$ cat src/rtl/core/glss_pkg.sv
// Shared types, constants and codes for the doubly applied Laplacian stencil block.
package glss_pkg;

   // Largest grid extents along each axis.
   localparam int MAX_X = 64;
   localparam int MAX_Y = 64;
   localparam int MAX_Z = 64;

   // Field and register widths.
   localparam int DATA_W  = 32;
   localparam int SIZE_W  = 7;
   localparam int CSR_IW  = 8;
   localparam int PLANE_W = $clog2(MAX_X * MAX_Y + 1);
   localparam int POS_W   = $clog2(MAX_X * MAX_Y * MAX_Z + 1);
   // Circular stores must hold two planes plus one point; rounded up to a power of two.
   localparam int STORE_AW = $clog2(2 * MAX_X * MAX_Y + 1);
   localparam int STORE_D  = 1 << STORE_AW;

   // Arithmetic widths: neighbor sum, product and accumulator.
   localparam int DIFF_W = DATA_W + 3;
   localparam int PROD_W = DIFF_W + DATA_W + 1;
   localparam int ACC_W  = PROD_W + 2;

   // Configuration register indexes.
   localparam logic [CSR_IW-1:0] CSR_MODE = 8'd0;
   localparam logic [CSR_IW-1:0] CSR_XSZ  = 8'd1;
   localparam logic [CSR_IW-1:0] CSR_YSZ  = 8'd2;
   localparam logic [CSR_IW-1:0] CSR_ZSZ  = 8'd3;
   localparam logic [CSR_IW-1:0] CSR_WX   = 8'd4;
   localparam logic [CSR_IW-1:0] CSR_WY   = 8'd5;
   localparam logic [CSR_IW-1:0] CSR_WZ   = 8'd6;

   // Stencil taps in the order they are read.
   typedef enum logic [2:0] {
      TAP_C, TAP_XM, TAP_XP, TAP_YM, TAP_YP, TAP_ZM, TAP_ZP
   } tap_type;

   // Controller states.
   typedef enum logic [2:0] {
      ST_IDLE, ST_CHECK, ST_RD, ST_USE, ST_MAC, ST_FIN
   } state_type;

   // Commands from controller to datapath.
   typedef struct packed {
      logic    accept;
      logic    clear_acc;
      logic    use_mid;
      tap_type tap;
      logic    capture;
      logic    mac;
      logic    mid_write;
      logic    out_load;
   } cmd_type;

   // Status from datapath to controller.
   typedef struct packed {
      logic geom_ok;
      logic pending;
      logic mid_needed;
      logic rsp_busy;
      logic three_dim;
   } status_type;

endpackage

$ cat src/rtl/core/glss_ctrl.sv
// Sequencing controller for the two stencil passes.
module glss_ctrl (
   input  logic                clock,
   input  logic                reset,
   input  logic                req_valid,
   output logic                req_ready,
   input  glss_pkg::status_type status,
   output glss_pkg::cmd_type    cmd
);

   glss_pkg::state_type state_ff, state_in;
   glss_pkg::tap_type   tap_ff, tap_in;
   logic                mid_ff, mid_in;
   logic                last_tap;

   // The stencil ends after the y pair in 2D and after the z pair in 3D.
   assign last_tap = (tap_ff == glss_pkg::TAP_ZP) ||
                     (tap_ff == glss_pkg::TAP_YP && !status.three_dim);

   // Next state.
   always_comb begin
      state_in = state_ff;
      tap_in   = tap_ff;
      mid_in   = mid_ff;
      case (state_ff)
         glss_pkg::ST_IDLE: begin
            if (req_valid && status.geom_ok) state_in = glss_pkg::ST_CHECK;
         end
         glss_pkg::ST_CHECK: begin
            if (status.pending) begin
               mid_in   = status.mid_needed;
               tap_in   = glss_pkg::TAP_C;
               state_in = glss_pkg::ST_RD;
            end else begin
               state_in = glss_pkg::ST_IDLE;
            end
         end
         glss_pkg::ST_RD: state_in = glss_pkg::ST_USE;
         glss_pkg::ST_USE: begin
            if (tap_ff inside {glss_pkg::TAP_XP, glss_pkg::TAP_YP, glss_pkg::TAP_ZP}) begin
               state_in = glss_pkg::ST_MAC;
            end else begin
               tap_in   = glss_pkg::tap_type'(tap_ff + 3'd1);
               state_in = glss_pkg::ST_RD;
            end
         end
         glss_pkg::ST_MAC: begin
            if (last_tap) begin
               state_in = glss_pkg::ST_FIN;
            end else begin
               tap_in   = glss_pkg::tap_type'(tap_ff + 3'd1);
               state_in = glss_pkg::ST_RD;
            end
         end
         glss_pkg::ST_FIN: begin
            if (mid_ff) state_in = glss_pkg::ST_CHECK;
            else if (!status.rsp_busy) state_in = glss_pkg::ST_IDLE;
         end
         default: state_in = glss_pkg::ST_IDLE;
      endcase
   end

   // Outputs.
   always_comb begin
      req_ready     = (state_ff == glss_pkg::ST_IDLE) && status.geom_ok;
      cmd.accept    = req_ready && req_valid;
      cmd.clear_acc = (state_ff == glss_pkg::ST_CHECK);
      cmd.use_mid   = !mid_ff;
      cmd.tap       = tap_ff;
      cmd.capture   = (state_ff == glss_pkg::ST_USE);
      cmd.mac       = (state_ff == glss_pkg::ST_MAC);
      cmd.mid_write = (state_ff == glss_pkg::ST_FIN) && mid_ff;
      cmd.out_load  = (state_ff == glss_pkg::ST_FIN) && !mid_ff && !status.rsp_busy;
   end

   // State registers.
   always_ff @(posedge clock) begin
      if (reset) begin
         state_ff <= glss_pkg::ST_IDLE;
         tap_ff   <= glss_pkg::TAP_C;
         mid_ff   <= 1'b0;
      end else begin
         state_ff <= state_in;
         tap_ff   <= tap_in;
         mid_ff   <= mid_in;
      end
   end

endmodule

$ cat config.mk
export PLATFORM = sky130hd
export DESIGN_NAME = glss_ctrl
export DESIGN_NICKNAME = d
export VERILOG_FILES = /design/src/rtl/core/glss_pkg.sv /design/src/rtl/core/glss_ctrl.sv
export SDC_FILE = /design/constraint.sdc
export NUM_CORES = 1
export LEC_CHECK = 0
export CAP_MARGIN = 25
export CORE_AREA = 2 2 39 41
export CTS_BUF_LIST = sky130_fd_sc_hd__clkbuf_4
export CTS_CLUSTER_DIAMETER = 120
export DETAILED_ROUTE_END_ITERATION = 10
export DIE_AREA = 0 0 41 43
export DONT_BUFFER_PORTS = 1
export REMOVE_ABC_BUFFERS = 1
export SYNTH_ARGS = -nofsm -noshare
export SYNTH_HDL_FRONTEND = slang
export SYNTH_SLANG_ARGS = --single-unit
$ cat constraint.sdc
create_clock -name clock -period 1.4 [get_ports clock]
set_input_delay 0.28 -clock clock [delete_from_list [all_inputs] [get_ports clock]]
set_output_delay 0.28 -clock clock [all_outputs]
set_load 0.01 [all_outputs]
==> results.md <==
- CTS Buf Count: 3
- Worst-Skew Late Latency: between 0.2 and 0.3 ns
- Cell count after synthesis: 60
- ANT nets after route: 0
- Vias per cell: between 5 and 6
- DIE AREA: 1760 um2
- Largest net degree at the start of global routing: 11
- Part of the cycle the worst path needs: about 100%
- Cell chosen for the clock root: clkbuf_4
- Fin util: about half
- Starting Density: a little over a third
- CTS Sinks: 7
- Core area: ~1400 um2
- Post-Syn Area: 494 um2
- Clk_skew: just over 0.003 ns
- Number of global-route vias before repair: 474
- Vert. Die Dim: 43 um
- Maximum fanout along the worst path: 5
- Netlist cell types: 27
- DIE WIDTH: a little over 40 um
- Post-route design area: just over 700 um2
- Setup crit end kind: output pin
- I/O pins: 19
- Clock Path Buffers: 2
- VDD IR max: approximately 0.6 mV
- Filler instances: around 130
- Clock-pin transition on the worst setup and hold timing paths: ~0.05 ns
- Pre-CTS WS: -0.0640 ns
- Worst Hold Class: in -> reg
- Unrepaired setup endpoints after global routing: yes
- Total of warnings raised by yosys: 0
- Sequential area share after synthesis: about 28%
- Iteration-0 DRC Markers: 5
- Max_slew headroom: 83.3%
- Max Fclk: 716 MHz
- PwrDens: 695 nW/um2
- WP data required: ~1.1 ns
- HPWL after DPL: around 860 um
- H-tree depth: 1
- Port bufs: 0
- Final Slew Violations: 0
- Area post-placement: approximately 550 um2
- Grt total ovfl: 0
- Final hold vios: 0
- CTS tree: yes
- Layout cell share with drive strength beyond 1: 54.9%
- Row cnt: 14
- NumNets Final: a little over 80
- Flop2flop setup slack: 0.05 ns
- Final wirelength: ~1.2 mm
- Max-cap check violation count: 0
- FF-to-FF path depth: 6
- Initial antenna violation count: 0
- Hold depth: 1
- FFs w/ async S/R, synth: 0%
- GRT Overall Usage: 16.6%
- Layout area overhead: 45.1%
- Final Critical Period: about 1.4 ns
- Via count: 482
- CP Launch Type: flop
- Placed cells: 80
- # setup viols final: 0
- Total Neg Setup Slack: 0 ns
- 1st-pass router iterations: 3
- Status: finished clean
- Register bit total from synthesis: 7
- Final WS setup: roughly 0.0031 ns
- Arrival time at the worst endpoint: 1.12 ns
- Post-synth EDFFs: 0
- Worst slew pin tran: approximately 0.25 ns
- First-pass GRT wire length: roughly 1.9 mm
- Final std cells w/o fill: slightly below 90
- Synthesized area per cell: 8.24 um2
- WL/cell: about 14 um
- Critical path type: reg -> out
- Routability Congestion: around 0.72
- Antenna fix cells: 0
- Residual DRC: 0
- Leakage: between 0.3 and 0.4 nW
- Ys flop type: dfxtp_1
[state kept, by name, summed over array words and instances (netlist names)]
register  cells
state_ff      3
tap_ff        3
mid_ff        1
[timing repair]
action | in CTS | in global routing
hold buffers | 0 | 0
pin swaps | 3 | 6
setup endpoints to repair | 10 | 10
gates resized for setup | 12 | 20
setup buffers | 1 | 2
[metal layers]
metal	vias up	GRT usage (%)	wire length (um)
met5	-	0	0
met1	224	16.5	411
met2	20	26.6	658
li1	234	-	-
met3	4	9.95	100
met4	0	6.67	29
[per-stage QoR]
step | total power (W) | hold slack (ns)
floorplan | 0.000260 | 0.349
global placement | 0.000278 | 0.353
detailed placement | 0.000279 | 0.356
CTS | 0.000497 | 0.0742
global route | 0.000529 | 0.0602
finish | 0.000498 | 0.0806
[report_power, final]
part | internal (W) | switching (W)
Clock | 0.000128 | 0.0000791
Combinational | 0.0000414 | 0.0000364
Sequential | 0.000201 | 0.0000113
[cells in the mapped netlist, types with 2 or more instances]
library cell	instances	area share, %
mux2i_1	5	10
inv_1	4	3.0
buf_2	2	2.0
nor2_1	4	3.0
ha_1	3	7.6
a21oi_1	4	4.1
dfxtp_1	7	28
and2_1	3	3.8
nand2_1	8	6.1
nor2b_1	3	3.8
[cell families after synthesis]
| logic type | Yosys count | share of synthesized area, % |
|---|---|---|
| buf+inv | 6 | 5.06 |
| fa+ha+maj | 3 | 7.60 |
| simple gates | 25 | 28.1 |
| compound gates | 14 | 20.8 |
| flops | 7 | 28.4 |
| mux | 5 | 10.1 |
[area by class of cell]
type / count / area, um2 / share of cell area, %
repair buffers: 9 / 67.6 / 9.42
flip-flops and latches: 7 / 154 / 21.5
inverters: 4 / 17.5 / 2.44
clock buffers: 4 / 30.0 / 4.19
multi-input cells: 47 / 428 / 59.7
well taps: 16 / 20.0 / 2.79
[path summary, 6_finish.rpt]
check	endpoint	from
max	cmd[0]	state_ff[2]
min reg2reg	tap_ff[0]	tap_ff[0]
max reg2reg	tap_ff[0]	tap_ff[1]
min	state_ff[1]	reset
[cells in the final DEF (no fill, tap or decap)]
cell type,count
a21o_1,1
a21oi_1,4
a21oi_2,1
a22oi_2,1
a311oi_1,1
a32oi_2,1
and2_1,1
and2_4,2
and2b_4,1
buf_4,9
clkbuf_4,4
dfxtp_1,2
dfxtp_2,2
dfxtp_4,3
ha_2,1
ha_4,2
inv_1,2
inv_2,1
inv_4,1
mux2i_1,4
mux2i_2,1
nand2_1,7
nand2_4,1
nand2b_1,1
nand3_1,1
nor2_1,3
nor2_2,1
nor2b_1,1
nor2b_2,1
nor2b_4,2
nor3_4,1
nor3b_2,1
nor4b_4,1
o211ai_1,1
o21ai_0,1
o21ai_2,1
o2bb2ai_1,1
o32a_1,1
[worst max-delay path, stage by stage (launching register included)]
cell	delay (ns)
dfxtp_4	0.38
nor2b_4	0.20
nand2_4	0.08
nor3_4	0.20
Note: power is estimated with default switching activity, not from simulation.
